## src/hblm_pkg.sv

```systemverilog
`default_nettype none

package hblm_pkg;

	localparam int SAMPLE_BITS_DEF = 16;
	localparam int FIELD_W = 16;
	localparam int CHAN_W = 3;
	localparam int FRAC_BITS = 16;
	localparam int WEIGHT_W = 17;
	localparam int LANES = 4;
	localparam int CFG_INDEX_W = 1;
	localparam int CFG_DATA_W = 16;

	localparam logic [WEIGHT_W-1:0] WEIGHT_ONE = 17'h10000;
	localparam logic [WEIGHT_W:0] SMOOTH_K = 18'd196608;
	localparam logic [FIELD_W-1:0] MIN_WIDTH = 16'd7;
	localparam logic [FIELD_W-1:0] WIDTH_RESET = 16'd6554;

	localparam logic [CHAN_W-1:0] CH_HEIGHT = 3'd0;
	localparam logic [CHAN_W-1:0] CH_NORMAL = 3'd4;

	localparam logic MODE_HARD = 1'b0;
	localparam logic MODE_SMOOTH = 1'b1;

	typedef enum logic [CFG_INDEX_W-1:0] {
		REG_BLEND_MODE = 1'b0,
		REG_TRANSITION_WIDTH = 1'b1
	} cfg_reg_t;

endpackage

`default_nettype wire

```

## src/hblm_weight.sv

```systemverilog
`default_nettype none

module hblm_weight #(
	parameter int SAMPLE_BITS = hblm_pkg::SAMPLE_BITS_DEF
) (
	input  logic                               clk,
	input  logic                               arst_n,
	input  logic                               start,
	input  logic [SAMPLE_BITS+1:0]             diff,
	input  logic [hblm_pkg::FIELD_W-1:0]       width,
	output logic                               done,
	output logic [hblm_pkg::WEIGHT_W-1:0]      weight
);

	localparam int FRAC = hblm_pkg::FRAC_BITS;
	localparam int WW = hblm_pkg::WEIGHT_W;
	localparam int DW = SAMPLE_BITS + 2;
	localparam int NW = DW + FRAC;
	localparam int RW = WW + 1;
	localparam int CW = $clog2(NW);
	localparam int PRW = WW + RW;
	localparam int PW = PRW + WW;
	localparam logic [PW-1:0] ROUND = PW'(1) << (2 * FRAC - 1);

	typedef enum logic [2:0] {
		W_IDLE,
		W_PREP,
		W_DIV,
		W_CLAMP,
		W_SQ,
		W_HI,
		W_LO,
		W_SUM
	} wstate_t;

	wstate_t state_q;
	logic [CW-1:0] cnt_q;
	logic done_q;
	logic [WW-1:0] weight_q;

	logic [DW-1:0] diff_q;
	logic [RW-1:0] den_q;
	logic [NW-1:0] num_q;
	logic [RW-1:0] rem_q;
	logic [RW-1:0] quo_q;
	logic ovf_q;
	logic [WW-1:0] t_q;
	logic [RW-1:0] m_q;
	logic [WW-1:0] lo_q;
	logic [PRW-1:0] prod_q;
	logic [PRW-1:0] acc_q;

	logic [FRAC-1:0] width_sel;
	logic [RW:0] trial;
	logic fits;
	logic [WW-1:0] mul_a;
	logic [RW-1:0] mul_b;
	logic [PRW-1:0] mul_p;
	logic [PW-1:0] poly;

	assign width_sel = (width < hblm_pkg::MIN_WIDTH) ? hblm_pkg::MIN_WIDTH : width;
	assign trial = {rem_q, num_q[NW-1]};
	assign fits = trial >= {1'b0, den_q};

	always_comb begin
		unique case (state_q)
			W_SQ: begin
				mul_a = t_q;
				mul_b = RW'(t_q);
			end
			W_HI: begin
				mul_a = prod_q[2*WW-1:WW];
				mul_b = m_q;
			end
			default: begin
				mul_a = lo_q;
				mul_b = m_q;
			end
		endcase
	end

	assign mul_p = PRW'(mul_a) * PRW'(mul_b);
	assign poly = {acc_q, {WW{1'b0}}} + PW'(prod_q) + ROUND;

	always_ff @(posedge clk or negedge arst_n) begin
		if (!arst_n) begin
			state_q <= W_IDLE;
			cnt_q <= '0;
			done_q <= 1'b0;
			weight_q <= '0;
		end else begin
			done_q <= (state_q == W_SUM);
			unique case (state_q)
				W_IDLE: begin
					if (start) begin
						state_q <= W_PREP;
					end
				end
				W_PREP: begin
					cnt_q <= '0;
					state_q <= W_DIV;
				end
				W_DIV: begin
					cnt_q <= cnt_q + 1'b1;
					if (cnt_q == CW'(NW - 1)) begin
						state_q <= W_CLAMP;
					end
				end
				W_CLAMP: state_q <= W_SQ;
				W_SQ: state_q <= W_HI;
				W_HI: state_q <= W_LO;
				W_LO: state_q <= W_SUM;
				W_SUM: begin
					weight_q <= poly[2*FRAC +: WW];
					state_q <= W_IDLE;
				end
				default: state_q <= W_IDLE;
			endcase
		end
	end

	always_ff @(posedge clk) begin
		unique case (state_q)
			W_IDLE: begin
				if (start) begin
					diff_q <= diff;
					den_q <= RW'({width_sel, 1'b0}) + RW'(width_sel);
				end
			end
			W_PREP: begin
				num_q <= {diff_q, {FRAC{1'b0}}} + NW'(den_q >> 1);
				rem_q <= '0;
				quo_q <= '0;
				ovf_q <= 1'b0;
			end
			W_DIV: begin
				rem_q <= fits ? RW'(trial - {1'b0, den_q}) : trial[RW-1:0];
				num_q <= num_q << 1;
				quo_q <= {quo_q[RW-2:0], fits};
				ovf_q <= ovf_q | quo_q[RW-1];
			end
			W_CLAMP: begin
				if (ovf_q || quo_q > {1'b0, hblm_pkg::WEIGHT_ONE}) begin
					t_q <= hblm_pkg::WEIGHT_ONE;
				end else begin
					t_q <= quo_q[WW-1:0];
				end
			end
			W_SQ: begin
				prod_q <= mul_p;
				m_q <= hblm_pkg::SMOOTH_K - {t_q, 1'b0};
			end
			W_HI: begin
				lo_q <= prod_q[WW-1:0];
				prod_q <= mul_p;
			end
			W_LO: begin
				acc_q <= prod_q;
				prod_q <= mul_p;
			end
			default: begin
			end
		endcase
	end

	assign done = done_q;
	assign weight = weight_q;

endmodule

`default_nettype wire

```

## config.mk

```make
export PLATFORM = sky130hd
export DESIGN_NAME = hblm_weight
export DESIGN_NICKNAME = d
export VERILOG_FILES = /design/src/hblm_pkg.sv /design/src/hblm_weight.sv
export SDC_FILE = /design/constraint.sdc
export NUM_CORES = 1
export LEC_CHECK = 0
export BUFFER_PORTS_ARGS = -buffer_cell sky130_fd_sc_hd__buf_2
export CAP_MARGIN = 10
export CELL_PAD_IN_SITES_DETAIL_PLACEMENT = 1
export CELL_PAD_IN_SITES_GLOBAL_PLACEMENT = 1
export CORE_ASPECT_RATIO = 2
export CORE_MARGIN = 1.5
export CORE_UTILIZATION = 30
export CTS_CLUSTER_SIZE = 25
export DETAILED_ROUTE_END_ITERATION = 7
export PLACE_DENSITY = 0.65
export REMOVE_ABC_BUFFERS = 1
export SLEW_MARGIN = 40
export SYNTH_ARGS = -nofsm -noshare
export SYNTH_HDL_FRONTEND = slang
export SYNTH_SLANG_ARGS = --single-unit
```

## constraint.sdc

```tcl
create_clock -name clk -period 10.5 [get_ports clk]
set_input_delay 1.05 -clock clk [delete_from_list [all_inputs] [get_ports clk]]
set_output_delay 1.05 -clock clk [all_outputs]
set_load 0.01 [all_outputs]
```

# After elaboration in Yosys (flattened, before gate mapping)
# Index checks and enable logic that the tools add are counted.
# classes
n_addsub	7
multipliers	1
n_div	0
magnitude_cmp	3
n_eq_ne	10
shifts	0
mux	12
bitwise	1
reduce_logical	6
# ops
op	count
$pmux W18 S2	2
$pmux W34 S2	1
$add A49 B32 Y49 const B	1
$add A49 B35 Y49	1
$mux W18	2
$mul A17 B18 Y35	1
$add A34 B17 Y34	1
$pmux W17 S2	1
$pmux W3 S8	1
$ge A19 B18 Y1	1
$add A17 B16 Y18	1
$gt A18 B17 Y1 const B	1
$sub A18 B18 Y18	1
$sub A18 B18 Y18 const A	1
$lt A16 B3 Y1 const B	1
$mux W16	1
$eq A3 B3 Y1 const B	4
$pmux W6 S2	1
$add A6 B1 Y6 const B	1
$eq A3 B2 Y1 const B	2
$eq A6 B6 Y1 const B	1
$mux W3	2
$ne A2 B2 Y1 const B	2
$reduce_and A2 Y1	2
other kinds (7)	7
# totals
register_bits	253
latchBits	0
ram_bits	0
rom_bits	0
inputBits	37
out_inout_bits	18
wordCells	55
memories	0

# Longest topological paths before layout
# depth
word_depth	3
depth_mapped	31
mapped_depth_nobuf	29

# Worst setup path after synthesis
# OpenSTA, ideal clock, no wires.
# synth_timing
kind	reg-to-reg
start	register state_q[0]
end	register prod_q[34], data pin
setup_time_ns	0.264
t_arrival_ns	7.201
slack_ns	3.035
path_stages_with_launch	29
synth_period_minus_slack_ns	7.465
cell_sequence	dfrtp_1 -> inv_1 -> ha_1 -> nand2_1 -> inv_2 -> buf_1 -> nand2_1 -> nand2_1 -> clkbuf_1 -> nand2_1 -> fa_1 -> fa_1 -> fa_1 -> inv_1 -> fa_1 -> fa_1 -> inv_1 -> fa_1 -> inv_1 -> ha_1 -> clkbuf_1 -> a21o_1 -> a211o_1 -> o21ai_0 -> a21oi_1 -> a21o_1 -> o31a_1 -> mux2i_1 -> nor2_1
# synth_via
elab_chain_len	3
elab_cells_between_ends	5
# synth_lines
item	line	text
start, declared	hblm_weight.sv:36	wstate_t state_q;
start signal, assigned	hblm_weight.sv:87	state_q <= W_IDLE;
start signal, assigned	hblm_weight.sv:96	state_q <= W_PREP;
start signal, assigned	hblm_weight.sv:101	state_q <= W_DIV;
$eq A3 B3 Y1	hblm_weight.sv:66	unique case (state_q)
$pmux W17 S2 or $mux W18 (tied branches)	hblm_weight.sv:66	
$mul A17 B18 Y35 (*)	hblm_weight.sv:82	assign mul_p = PRW'(mul_a) * PRW'(mul_b);
via mul_p[34]	hblm_weight.sv:58	logic [PRW-1:0] mul_p;
end signal, assigned	hblm_weight.sv:150	prod_q <= mul_p;
end signal, assigned	hblm_weight.sv:155	prod_q <= mul_p;
end signal, assigned	hblm_weight.sv:159	prod_q <= mul_p;
end, declared	hblm_weight.sv:50	logic [PRW-1:0] prod_q;
# The timed path passes the listed nets; every way through them passes the cells marked *.
# A chain may end at the register's enable or synchronous reset.

# Worst setup path in the final report
# layout_timing
start	register state_q[1]
end	register prod_q[32], data pin
# The elaborated chain is that of the path after synthesis.

==> metrics.csv <==
metric,value,unit
Clock Skew,22.8,ps
clock latency on the worst-skew pair,580,ps
Async SR Flop Fraction,0.107,
Final Hold Slack,457,ps
status,"complete, no violations",
CP arrival,9460,ps
row count,141,
GRT overflow,0,
largest net degree at the start of global routing,85,
First-pass DRT Iterations,5,
Ports,55,
"commonest cells after routing, fill and taps aside","345 x inv_1, 300 x nand2_1, 241 x fa_1",
pre-CTS WS,1500,ps
RSZ-0062 raised after global routing,false,
critical path peak fanout,19,
Total GRT Usage,0.216,
CP most frequent cell,inv_1,
Cell variety after synth,69,
final antenna-violating net count,0,
Max Root-Sink Buffers,3,
vias in the first global route,19000,
Final Hold Vio Count,0,
Total Nets Final,2728,
Residual DRC,0,
Final TNS setup,0,ps
initial antenna violation count,1,
Layout fillers,8328,
number of synthesized register bits,252,
Synth Instances,2228,
DP HPWL,65600,um
post-cts resize count,0,
die area,76400,um2
clk sinks,252,
H-tree lvl count,1,
top_reg_cell synth,edfxtp_1,
GPL Wtd Cong,1.03,
slew margin rel.,0.390,
TritonCTS buffer count,25,
DR vias/cell,5.15,
CTS tree,built,
worst slew pin tran,912,ps
post-synthesis sequential area ratio,0.332,
slowest cell on the critical path,a221o_1,
Chip Height,389,um
first-pass GRT wire length,119000,um
drt wl/cell,25.0,um
"most common cell after layout, fill and taps aside",inv_1,
cts hold-fix bufs,0,
Initial Util,0.303,
CP peak stage delay,720,ps
Max-Cap Viols,0,
initial drt markers,766,
Vias,16500,
clk root buf,clkbuf_16,
Mapped Area,22400,um2
syn avg cell area,10.1,um2
final WL,80400,um
setup bufs post-CTS,0,
I/O Buffers,54,
synth warn,0,
worst min-delay path class,reg2reg,
synthesis-to-finish area growth,10.3,%
Max Slew Vio Count,0,
"EDFF count, synth",225,
Achievable Freq,109,MHz
Worst-path clk slew,70,ps
critical setup path kind,reg2reg,
worst endpoint required time,10810,ps
Die X,196,um
final setup vio count,0,
Final WS setup,1350,ps
internal reg-to-reg setup slack,1350,ps
Core Box Area,73900,um2
Startpoint Class,flip-flop,
min cycle time layout,9150,ps
layout cells sized above 1,0.0767,
fin crit share,0.872,
Worst setup EP type,flip-flop,
[cells by family (layout without fill, tap and decap cells)]
family / after synthesis / after routing / share of synthesized area
adder cells (fa/ha/maj): 429 / 429 / 0.320
AND/OR/NAND/NOR: 679 / 679 / 0.134
other: 0 / 1 / 0
multiplexers: 18 / 18 / 0.00810
buffers and inverters: 430 / 483 / 0.0729
XOR/XNOR: 100 / 100 / 0.0391
AO/OA/AOI/OAI: 320 / 320 / 0.0942
flip-flops: 252 / 252 / 0.332
[critical path: cells and delay by family (launching register included)]
family,cells,cell delay (ps)
adders and majority gates,8,3790
AOI/OAI and AO/OA,6,2070
and+or+nand+nor,5,1420
buffers and inverters,8,1090
DFF,1,390
xor gates and xnor gates,1,90
[stage by stage]
step	utilization	area, um2	instances
2_1_floorplan	-	22100	2146
3_3_place_gp	0.322	23800	3163
3_5_place_dp	0.323	23900	3163
4_1_cts	0.334	24700	3209
5_1_grt	0.334	24700	3210
6_report	0.334	24700	3211
[final timing paths]
kind	cells after the start	to	from
worst min register to register	0	acc_q[14]$_DFFE_PP_	prod_q[14]$_DFFE_PP_
worst min-delay path	0	acc_q[14]$_DFFE_PP_	prod_q[14]$_DFFE_PP_
min in group asynchronous	1	weight[0]$_DFFE_PN0P_	arst_n
max in group asynchronous	1	cnt_q[5]$_DFFE_PN0P_	arst_n
worst max-delay path	28	prod_q[32]$_DFFE_PP_	state_q[1]$_DFFE_PN0P_
worst max register to register	28	prod_q[32]$_DFFE_PP_	state_q[1]$_DFFE_PN0P_
[area by class of cell]
class,count,area [um2],area share
tap,929,1160,0.0470
multi-input combinational,1546,13500,0.545
clock buffer,30,644,0.0261
sequential,252,7430,0.301
antenna,1,2.50,0.000101
inverter,348,1310,0.0529
clock inverter,16,150,0.00608
timing repair buffer,89,537,0.0217
[cell usage after synthesis (4+ instances only)]
cell type,instances,area (um2)
a211oi_1,11,82.6
a21o_1,41,308
a21oi_1,88,440
a221o_1,15,150
a221oi_1,13,114
a221oi_2,4,60.1
a31oi_1,7,43.8
and2_1,45,282
and3_1,28,175
buf_1,4,15.0
clkbuf_1,73,274
dfrtp_1,27,676
edfxtp_1,225,6760
fa_1,241,4820
ha_1,188,2350
inv_1,346,1300
mux2i_1,17,170
nand2_1,300,1130
nand2b_1,8,50.1
nand3_1,35,175
nand4_1,19,119
nor2_1,190,713
nor2b_1,10,62.6
nor3_1,13,65.1
nor4_1,9,56.3
o21a_1,13,97.6
o21ai_0,75,375
o21bai_1,13,97.6
or2_2,6,37.5
xnor2_1,57,499
xor2_1,43,377
[metal layers]
layer  share of wire  track usage  up-vias
li1                -            -     7394
met1            0.29        0.185     8435
met2            0.56        0.424      423
met3           0.028       0.0212      276
met4            0.12        0.208        0
met5               0            0        -
[registers in the layout (all words and copies together), names as in the netlist]
register	cells
prod_q	35
num_q	34
acc_q	32
den_q	18
diff_q	18
quo_q	18
rem_q	18
lo_q	17
m_q	17
t_q	17
weight	17
cnt_q	6
state_q	3
done	1
ovf_q	1
Power is not shown: default switching activity piles up to over one toggle a cycle in this logic, so the estimate is an artifact.
