--- config.mk ---
export PLATFORM = sky130hd
export DESIGN_NAME = hblm_lane
export DESIGN_NICKNAME = d
export VERILOG_FILES = /design/src/hblm_pkg.sv /design/src/hblm_lane.sv
export SDC_FILE = /design/constraint.sdc
export NUM_CORES = 1
export LEC_CHECK = 0
export BUFFER_PORTS_ARGS = -buffer_cell sky130_fd_sc_hd__buf_2
export CORE_AREA = 4 4 132 229
export DETAILED_ROUTE_END_ITERATION = 10
export DIE_AREA = 0 0 136 233
export PLACE_DENSITY = 0.65
export SYNTH_ARGS = -nofsm -noshare
export SYNTH_HDL_FRONTEND = slang
export SYNTH_SLANG_ARGS = --single-unit
--- constraint.sdc ---
create_clock -name clk -period 7 [get_ports clk]
set_input_delay 0.35 -clock clk [delete_from_list [all_inputs] [get_ports clk]]
set_output_delay 0.35 -clock clk [all_outputs]
set_load 0.01 [all_outputs]
--- src/hblm_pkg.sv ---
`default_nettype none

package hblm_pkg;

	localparam int SAMPLE_BITS_DEF = 16;
	localparam int FIELD_W = 16;
	localparam int CHAN_W = 3;
	localparam int FRAC_BITS = 16;
	localparam int WEIGHT_W = 17;
	localparam int LANES = 4;
	localparam int CFG_INDEX_W = 1;
	localparam int CFG_DATA_W = 16;

	localparam logic [WEIGHT_W-1:0] WEIGHT_ONE = 17'h10000;
	localparam logic [WEIGHT_W:0] SMOOTH_K = 18'd196608;
	localparam logic [FIELD_W-1:0] MIN_WIDTH = 16'd7;
	localparam logic [FIELD_W-1:0] WIDTH_RESET = 16'd6554;

	localparam logic [CHAN_W-1:0] CH_HEIGHT = 3'd0;
	localparam logic [CHAN_W-1:0] CH_NORMAL = 3'd4;

	localparam logic MODE_HARD = 1'b0;
	localparam logic MODE_SMOOTH = 1'b1;

	typedef enum logic [CFG_INDEX_W-1:0] {
		REG_BLEND_MODE = 1'b0,
		REG_TRANSITION_WIDTH = 1'b1
	} cfg_reg_t;

endpackage

`default_nettype wire

--- src/hblm_lane.sv ---
`default_nettype none

module hblm_lane #(
	parameter int SAMPLE_BITS = hblm_pkg::SAMPLE_BITS_DEF
) (
	input  logic                              clk,
	input  logic                              en,
	input  logic [SAMPLE_BITS-1:0]            a,
	input  logic [SAMPLE_BITS-1:0]            b,
	input  logic [hblm_pkg::WEIGHT_W-1:0]     weight,
	output logic [SAMPLE_BITS-1:0]            mixed
);

	localparam int FRAC = hblm_pkg::FRAC_BITS;
	localparam int DW = SAMPLE_BITS + 1;
	localparam int MW = DW + hblm_pkg::WEIGHT_W + 1;
	localparam logic signed [MW-1:0] HALF_LSB = MW'(1) <<< (FRAC - 1);
	localparam logic signed [MW-1:0] FULL_W = MW'((2 ** SAMPLE_BITS) - 1);

	logic signed [DW-1:0] diff;
	logic signed [MW-1:0] prod;
	logic signed [MW-1:0] prod_s1;
	logic [SAMPLE_BITS-1:0] a_s1;
	logic signed [MW-1:0] sum;
	logic signed [MW-1:0] scaled;

	// The mix a*(1-w) + b*w is formed as a*2^16 + (b-a)*w.
	assign diff = $signed({1'b0, b}) - $signed({1'b0, a});
	assign prod = diff * $signed({1'b0, weight});

	always_ff @(posedge clk) begin
		if (en) begin
			prod_s1 <= prod;
			a_s1 <= a;
		end
	end

	assign sum = $signed(MW'({a_s1, {FRAC{1'b0}}})) + prod_s1 + HALF_LSB;
	assign scaled = sum >>> FRAC;

	always_comb begin
		priority if (sum[MW-1]) begin
			mixed = '0;
		end else if (scaled > FULL_W) begin
			mixed = {SAMPLE_BITS{1'b1}};
		end else begin
			mixed = scaled[SAMPLE_BITS-1:0];
		end
	end

endmodule

`default_nettype wire

* Yosys cells after proc, flatten, opt, wreduce, memory -nomap -nowiden
Cells that the tools add are included.
Storage, ports and cells: flip-flop bits (word level) 51, input bits 51, output and inout port bits 16, logic and storage cells 9
Cells by class: add/subtract/negate cells 3, multipliers 1, magnitude comparators 1, mux-type cells 2
Operators with widths (number):
- 33-bit by 35-bit adder with 35-bit output | 1
- 35-bit by 17-bit adder with 35-bit output (second input constant) | 1
- 17-bit by 18-bit multiplier with 35-bit output | 1
- 16-bit 2-to-1 mux | 2
- 19-bit by 17-bit greater-than comparator with 1-bit output (second input constant) | 1
- 16-bit by 16-bit subtractor with 17-bit output | 1

* Logic depth before layout (Yosys ltp)
Gate-level depths: netlist of run 1.
depth in word-level cells 5, mapped depth 30, gate-level depth less buffers 30

* Least setup slack after synthesis of run 1
Ideal clock, no wire load.
path type in2reg, start point input port b[0], end point register prod_s1[33], data pin, data arrival time 7269 ps, setup slack -534 ps, stages on the path 28, path buffers 1, path through inv_1 > ha_1 > fa_1 > nor2b_1 > o21ai_0 > a211oi_1 > nor3_1 > o21ai_0 > xor2_1 > clkbuf_1 > nand2_1 > fa_1 > inv_1 > fa_1 > fa_1 > fa_1 > fa_1 > inv_1 > fa_1 > inv_1 > ha_1 > nand4_1 > nor2b_1 > a211o_1 > and3_1 > a221oi_2 > o211ai_1 > xor2_1
Between the ends: cells in the longest elaborated chain, start to end 2
RTL lines:
- start, declared | RTL line hblm_lane.sv:9 | input logic [SAMPLE_BITS-1:0] b,
- 16-bit by 16-bit subtractor with 17-bit output | RTL line hblm_lane.sv:28 | assign diff = $signed({1'b0, b}) - $signed({1'b0, a});
- 17-bit by 18-bit multiplier with 35-bit output | RTL line hblm_lane.sv:29 | assign prod = diff * $signed({1'b0, weight});
- named net prod[33] | RTL line hblm_lane.sv:21 | logic signed [MW-1:0] prod;
- end signal, assigned | RTL line hblm_lane.sv:33 | prod_s1 <= prod;
- end, declared | RTL line hblm_lane.sv:22 | logic signed [MW-1:0] prod_s1;
The timed path passes the listed nets, and every way through them passes these cells. A chain may end at the register's enable or synchronous reset.

* Worst setup path in the final report of run 1
start point input port a[1], end point register prod_s1[33], data pin
Between the ends: cells in the longest elaborated chain, start to end 2
RTL lines:
- start, declared | RTL line hblm_lane.sv:8 | input logic [SAMPLE_BITS-1:0] a,
- 16-bit by 16-bit subtractor with 17-bit output | RTL line hblm_lane.sv:28
- 17-bit by 18-bit multiplier with 35-bit output | RTL line hblm_lane.sv:29
- named net prod[33] | RTL line hblm_lane.sv:21
The timed path passes the listed nets, and every way through them passes these cells.

==> results of run 1 <==
logic make-up after synthesis:
logic type,after synthesis,share of synthesized area (%)
multiplexers,2,0.1688
XOR/XNOR,42,2.919
flip-flops,36,8.577
AO/OA/AOI/OAI,202,11.29
AND/OR/NAND/NOR,361,14.25
adder cells (fa/ha/maj),382,51.33
buffers and inverters,374,11.48
per-stage QoR:
stage	setup slack, ns	std cells	area, µm²	hold WS, ns
6_report	-0.3470	2000	15620	0.2561
5_1_grt	-0.5427	1999	15620	0.2628
4_1_cts	-0.3283	1993	15430	0.2542
3_5_place_dp	-0.7718	1960	14660	0.5525
3_3_place_gp	-0.7350	1960	14660	0.5476
2_1_floorplan	-0.1450	1399	12800	0.4489
metal layers:
layer	part of all wire, %	GRT usage [%]	up-vias
li1	-	-	4856
met1	34	23.81	5261
met2	56	46.65	282
met3	3.7	1.817	100
met4	6.4	12.83	2
met5	0.049	0	-
worst paths after layout:
kind / start / to / slack, ns / depth (start not counted)
min: a[15] / a_s1[15]$_DFFE_PP_ / 0.26 / 1
max: a[1] / prod_s1[33]$_DFFE_PP_ / -0.35 / 28
final cells by class:
cell class	instances	area, µm²	share of cell area (%)
Antenna cell	1	2.502	0.01602
Clock buffer	5	125.1	0.8012
Clock inverter	3	42.54	0.2724
Inverter	332	1261	8.076
Multi-Input combinational cell	989	10710	68.57
Sequential cell	36	1081	6.922
Tap cell	378	473.0	3.028
Timing Repair Buffer	256	1923	12.31
state kept, by name, indices dropped and copies added (netlist names):
register	cells
prod_s1	20
a_s1	16
cells in the final DEF, fill, tap and decap left out, types with 18 or more instances in the layout:
cell type    n
a21o_1      18
buf_4      169
edfxtp_1    36
inv_1      314
ha_1       138
a21oi_1     45
and2_1      62
fa_1       217
xor2_1      18
nor2_1      33
nand2_1    144
xnor2_1     21
buf_2       63
o21ai_0     20
nor2b_1     27
repair_timing:
action,in CTS,in global routing
endpoints found under the setup margin,18,19
setup buffers,26,6
endpoints found under the hold margin,0,0
hold buffers,0,0
resized for setup,99,43
pin swaps,67,31
gates cloned,0,1
critical path: stages:
cell and delay (ns):
buf_8 0.10, inv_4 0.04, ha_4 0.18, nor2b_4 0.12, o31a_1 0.28, o31a_1 0.32, o221a_4 0.29, a2111oi_4 0.40
nor4_4 0.13, buf_12 0.16, o31a_1 0.28, fa_1 0.55, fa_1 0.45, fa_1 0.54, fa_1 0.44, fa_1 0.51
inv_2 0.04, fa_1 0.51, inv_2 0.05, ha_4 0.23, a21o_1 0.17, nor2b_4 0.13, a211o_1 0.29, and3_4 0.17
a221oi_4 0.22, buf_12 0.16, o211ai_1 0.09, xor2_1 0.16
==> run_results.csv, run 1 <==
group,metric,value,unit
timing,slew_violations,0,
yosys,synth_nets,1832,
worst_setup_path,cp.arrival,7.38,ns
route,ant_nets,0,
clock_tree,cts_sinks,36,
placed_design,post-dp-hpwl,30.53,mm
timing,hold_viol_final,0,
clock_tree,clk_pin_slew,0.06,ns
timing,rsz0062_at_grt,"true",
grt,grt_start_max_net_pins,37,
worst_setup_path,critPathRequiredTime,7.03,ns
yosys,synth_most_common_cell,"inv_1",
die,start_util,44.35,%
grt,grt_first_pass_wirelength,57.96,mm
route,drc,0,
timing,worst_slew_pin_slew,1.200,ns
timing,setup_viol,17,
status,violations,"negative setup slack",
yosys,yosysTopAreaCell,"fa_1",
yosys,synth-edff-count,36,
yosys,synth_top_area_share,35.74,%
worst_setup_path,crit_path_end_kind,"flip-flop",
die,core_area,28420,µm²
die,pin_count,67,
timing,setup_ws,-0.3470,ns
layout,nets,2053,
yosys,synth_common_cells,"332 x inv_1, 225 x fa_1, 157 x ha_1",
route,via_per_inst,5.251,
yosys,synth_async_sr_flop_share,0,%
grt,grt_overflow_total,0,
placed_design,port_buffers,66,
die,die_h,233,µm
die,die-area,31690,µm²
timing,period_share,105.0,%
clock_tree,clockBufferDepth,2,
yosys,ys_types,69,
yosys,synth_top_flop_cell,"edfxtp_1",
worst_setup_path,crit_fanout,7,
timing,min_period,7.347,ns
yosys,syn_inst,1399,
grt,antenna_found_initial,2,
timing,setup-tns-final,-3.347,ns
route,drt_wl_total,36.71,mm
yosys,synth.cell_area,12600,µm²
worst_setup_path,start_kind,"input port",
placed_design,place.gp.congestion,0.9125,
route,wire_per_inst,18.35,µm
layout,utilization,54.95,%
yosys,synth_area_per_cell,9.009,µm²
route,vias,10501,
status,outcome,"finished, violations left",
layout,syn_to_final_growth,23.92,%
job,maxCapViolations,0,
grt,grt_pass1_vias,11603,
yosys,seq_area_frac_synth,8.577,%
route,drt_iter0_drc,393,
clock_tree,htreeDepth,2,
worst_hold_path,min_path_type,"in2reg",
clock_tree,tritoncts,"built",
yosys,ys_seq_elements,36,
grt,grt_use_total,23.64,%
die,dieWidth,136,µm
timing,maxSlewHeadroom,19.86,%
yosys,yosysWarnings,0,
timing,max_freq,0.1361,GHz
die,rows,82,
clock_tree,root_buffer,"clkbuf_16",
worst_setup_path,criticalPathCategory,"in2reg",
clock_tree,cts_buffers,5,
layout,final_layout_size_suffix_gt1_share,24.74,%
layout,fillerInstances,2533,
route,firstDrtPassIters,5,
yosys,synth.area.top_cells,"fa_1 36%, ha_1 16%, inv_1 9.9%",
Power of run 1 is left out: the tool's default activity adds up to more than one toggle a clock period on the data nets, which glitch-free logic cannot reach.
==> run 2, diff against run 1 <==
ABC_AREA = 1   (was default)
CORE_AREA = 4 4 199 162   (was 4 4 132 229)
DIE_AREA = 0 0 203 166   (was 0 0 136 233)
MAX_ROUTING_LAYER = met4   (was default)
==> run_results.csv, run 2 <==
group,metric,value,unit
timing,worst_slew_pin_slew,0.9728,ns
worst_setup_path,critPathRequiredTime,7.05,ns
placed_design,post-dp-hpwl,38.17,mm
timing,min_period,6.692,ns
layout,regMostFlops,"prod_s1",
layout,mostFrequentLayoutCells,"455 x inv_1, 361 x nand2_1, 218 x fa_1",
die,pin_count,67,
route,wire_per_inst,18.40,µm
yosys,synth_top_family_by_area,"adder cells",
yosys,synth_mux_area_share,0,%
yosys,synth_async_sr_flop_share,0,%
die,dieWidth,203,µm
worst_setup_path,start_kind,"input port",
yosys,synth_common_cells,"458 x inv_1, 374 x nand2_1, 225 x fa_1",
layout,seq_area,1081,µm²
clock_tree,clk_pin_slew,0.06,ns
yosys,seq_area_frac_synth,8.020,%
layout,syn_to_final_growth,17.07,%
timing,maxSlewHeadroom,35.15,%
grt,grt_overflow_total,0,
layout,largest_reg_flops,20,
route,ant_nets,0,
yosys,synth_compound_area_share,4.660,%
timing,rsz0062_at_grt,"true",
layout,layout_commonest_cell,"inv_1",
layout,fillerInstances,3008,
layout,multi_input_area,10730,µm²
die,die-area,33700,µm²
layout,stdcell_count,2405,
timing,max_freq,0.1494,GHz
route,vias,12441,
grt,antenna_found_initial,0,
yosys,synth.area.top_cells,"fa_1 33%, ha_1 15%, inv_1 13%",
yosys,ys_types,44,
grt,grt_first_pass_wirelength,69.05,mm
yosys,synth-adder-area-share,47.99,%
worst_setup_path,path_buf_inv,9,
clock_tree,holdBufCountCts,0,
layout,top_regs,"prod_s1 (20), a_s1 (16)",
route,drc,0,
die,core_area,30170,µm²
worst_setup_path,crit_top_cell,"fa_1",
yosys,synth.cell_area,13480,µm²
timing,period_share,95.59,%
layout,utilization,52.31,%
job,maxCapViolations,0,
worst_setup_path,cp.arrival,6.74,ns
timing,slew_violations,0,
placed_design,port_buffers,66,
yosys,synthSimpleGateAreaFrac,23.26,%
layout,final_layout_size_suffix_gt1_share,15.53,%
yosys,synth_xor_area_share,1.671,%
clock_tree,tritoncts,"built",
clock_tree,cts_buffers,5,
die,rows,57,
yosys,synth-edff-count,36,
timing,setup_viol,0,
yosys,synth_area_per_cell,7.459,µm²
worst_setup_path,cp_top_family,"adder cells",
worst_setup_path,max_stage_delay,0.54,ns
yosys,synth_nets,2240,
worst_setup_path,cp.depth,31,
layout,nets,2423,
grt,grt_use_total,27.01,%
yosys,synth_top_area_share,33.42,%
die,die_h,166,µm
worst_setup_path,crit_path_end_kind,"flip-flop",
layout,fin_area,15780,µm²
clock_tree,htreeDepth,2,
status,outcome,"completed",
timing,holdWs,0.2596,ns
timing,hold_viol_final,0,
clock_tree,root_buffer,"clkbuf_16",
yosys,synth_most_common_cell,"inv_1",
worst_setup_path,worst_path_max_delay_cell,"fa_1",
yosys,syn_inst,1807,
route,via_per_inst,5.173,
grt,grt_pass1_vias,12718,
placed_design,place.gp.congestion,1.015,
worst_hold_path,worstHoldPathCells,1,
grt,grt_start_max_net_pins,37,
route,firstDrtPassIters,7,
route,drt_wl_total,44.24,mm
yosys,yosysWarnings,0,
worst_setup_path,criticalPathCategory,"in2reg",
yosys,synth_top_flop_cell,"edfxtp_1",
clock_tree,cts_sinks,36,
placed_design,placed_cells,2394,
yosys,ys_seq_elements,36,
clock_tree,clockBufferDepth,2,
route,drt_iter0_drc,838,
die,start_util,44.68,%
placed_design,placed_area,15350,µm²
yosys,yosysTopAreaCell,"fa_1",
worst_hold_path,min_path_type,"in2reg",
worst_setup_path,crit_fanout,6,
==> run 2: metal layers <==
| metal | part of all wire [%] | global-route usage [%] |
|---|---|---|
| met2 | 44 | 40.10 |
| met5 | 0 | - |
| met4 | 2.0 | 5.046 |
| met1 | 43 | 36.95 |
| met3 | 11 | 8.512 |
==> run 2: cell type report <==
type | count | share of cell area [%]
clock inverters | 1 | 0.03172
multi-input cells | 1265 | 68.01
flip-flops and latches | 36 | 6.851
repair buffers | 217 | 9.911
inverters | 465 | 11.08
well taps | 413 | 3.275
diodes | 2 | 0.03172
clock buffers | 6 | 0.8167
==> run 2: repair_timing <==
item                       in CTS  in global routing
setup endpoints to repair       2                 20
buffers inserted                0                  2
gates resized for setup         2                 71
pin swaps                       0                  9
gates cloned                    0                  0
hold endpoints to repair        0                  0
==> run 2: stage by stage <==
stage                     worst slack, ns  TNS, ns
after global placement            -0.2977   -3.316
after floorplan                    0.5522        0
final                              0.3085        0
after global routing             -0.05526  -0.1273
after CTS                         0.03859        0
after detailed placement          -0.2636   -3.808
==> run 2: logic make-up after synthesis <==
group | after synthesis
and+or+nand+nor | 755
buffers and inverters | 506
adders and majority gates | 382
AOI/OAI and AO/OA | 107
DFF | 36
xor gates and xnor gates | 21
==> run 2: worst paths after layout <==
kind | startpoint | end | slack [ns]
min | a[11] | a_s1[11]$_DFFE_PP_ | 0.26
max | a[0] | prod_s1[28]$_DFFE_PP_ | 0.31
Power of run 2 is left out for the same reason.
==> run 3, diff against run 2 <==
PLACE_DENSITY = 0.63   (was 0.65)
clock period = 7.3 ns   (was 7 ns; I/O delays follow)
==> run_results.csv, run 3 (synthesis results as in run 2) <==
group,metric,value,unit
die,dieWidth,203,µm
route,vias,12115,
worst_hold_path,min_from,"a[11]",
route,drt_wl_total,42.43,mm
layout,fin_area,14870,µm²
layout,largest_reg_flops,20,
die,die-area,33700,µm²
clock_tree,clockBufferDepth,2,
clock_tree,post-cts-setup-buffers,0,
layout,regMostFlops,"prod_s1",
status,outcome,"completed",
worst_setup_path,worst_path_max_delay_cell,"fa_1",
worst_setup_path,start_kind,"input port",
clock_tree,tritoncts,"built",
worst_setup_path,critPathRequiredTime,7.33,ns
route,drc,0,
timing,maxSlewHeadroom,36.66,%
layout,layout_commonest_cell,"inv_1",
job,maxCapViolations,0,
timing,min_period,6.948,ns
grt,grt_start_max_net_pins,37,
clock_tree,holdBufCountCts,0,
layout,top_regs,"prod_s1 (20), a_s1 (16)",
die,rows,57,
worst_setup_path,cp.arrival,6.98,ns
clock_tree,cts_buffers,5,
timing,max_freq,0.1439,GHz
worst_setup_path,crit_fanout,10,
timing,setup_viol,0,
timing,hold_viol_final,0,
clock_tree,root_buffer,"clkbuf_16",
route,drt_iter0_drc,992,
layout,mostFrequentLayoutCells,"458 x inv_1, 369 x nand2_1, 225 x fa_1",
route,wire_per_inst,18.28,µm
layout,nets,2340,
timing,worst_slew_pin_slew,0.9490,ns
worst_setup_path,criticalPathCategory,"in2reg",
grt,grt_overflow_total,0,
route,ant_nets,0,
placed_design,post-dp-hpwl,36.61,mm
die,die_h,166,µm
grt,antenna_found_initial,0,
worst_hold_path,min_path_type,"in2reg",
layout,final_layout_size_suffix_gt1_share,9.229,%
die,core_area,30170,µm²
worst_setup_path,max_stage_delay,0.54,ns
layout,syn_to_final_growth,10.32,%
die,start_util,44.68,%
timing,setup_ws,0.3518,ns
grt,grt_use_total,25.74,%
layout,fillerInstances,3044,
clock_tree,clk_pin_slew,0.06,ns
clock_tree,cts_sinks,36,
layout,multi_input_area,10510,µm²
worst_setup_path,crit_path_end_kind,"flip-flop",
grt,grt_pass1_vias,11998,
placed_design,placed_area,14680,µm²
timing,slew_violations,0,
placed_design,port_buffers,66,
grt,grt_first_pass_wirelength,66.36,mm
timing,period_share,95.18,%
worst_hold_path,min_to,"a_s1[11]$_DFFE_PP_",
clock_tree,htreeDepth,2,
die,pin_count,67,
worst_hold_path,worstHoldPathCells,1,
placed_design,place.gp.congestion,1.027,
layout,seq_area,1081,µm²
placed_design,pre_cts_ws,-0.07872,ns
route,firstDrtPassIters,6,
route,via_per_inst,5.220,
## run 3: cell types whose count changed in the layout (fill, tap and decap cells not counted), sizes merged
cell / before / now
buf: 217 / 134
clkbuf: 6 / 5
clkinv: 5 / 6
diode: 2 / 1
## run 3: worst max path at each step
stage	cells after the start	slack [ns]	from	endpoint
final	32	0.35	a[2]	prod_s1[24]$_DFFE_PP_
after global routing	32	-0.03	a[0]	prod_s1[30]$_DFFE_PP_
after CTS	35	0.18	a[0]	prod_s1[32]$_DFFE_PP_
after detailed placement	35	-0.08	a[0]	prod_s1[32]$_DFFE_PP_
after global placement	35	-0.05	a[0]	prod_s1[32]$_DFFE_PP_
after floorplan	31	0.84	b[0]	prod_s1[32]$_DFFE_PP_
## run 3: stage by stage
step | instances | TNS [ns] | hold slack, ns | util (%)
6_report | 2321 | 0 | 0.2766 | 49.29
3_5_place_dp | 2313 | -0.1824 | 0.5621 | 48.66
5_1_grt | 2320 | -0.03790 | 0.2722 | 49.28
2_1_floorplan | 1807 | 0 | 0.4639 | -
3_3_place_gp | 2313 | -0.08127 | 0.5634 | 48.66
4_1_cts | 2320 | 0 | 0.2723 | 49.10
## run 3: worst max-delay path, delay by kind of cell
kind	cells	cell delay, ns
buffers and inverters	8	0.54
AOI/OAI and AO/OA	6	1.22
adders and majority gates	8	3.73
and+or+nand+nor	10	1.12
## run 3: area by class of cell
type                       instances  area share [%]
tap                              413           3.475
sequential                        36           7.270
antenna                            1         0.01683
inverter                         465           11.74
clock inverter                     2         0.05048
clock buffer                       5          0.8414
multi-input combinational       1265           70.70
timing repair buffer             134           5.907
## run 3: repair_timing
| item | 4_1_cts | 5_1_grt |
|---|---|---|
| endpoints found under the hold margin | 0 | 0 |
| gates resized for setup | 0 | 17 |
| setup endpoints to repair | 0 | 15 |
## run 3: per-layer routing
metal / routed length, µm / track usage, % / vias up
met4: 703 / 4.426 / 0
met2: 18310 / 37.52 / 507
met5: 0 / - / -
met3: 4040 / 5.564 / 58
met1: 19370 / 37.56 / 5926
li1: - / - / 5624
Power of run 3 is left out for the same reason.
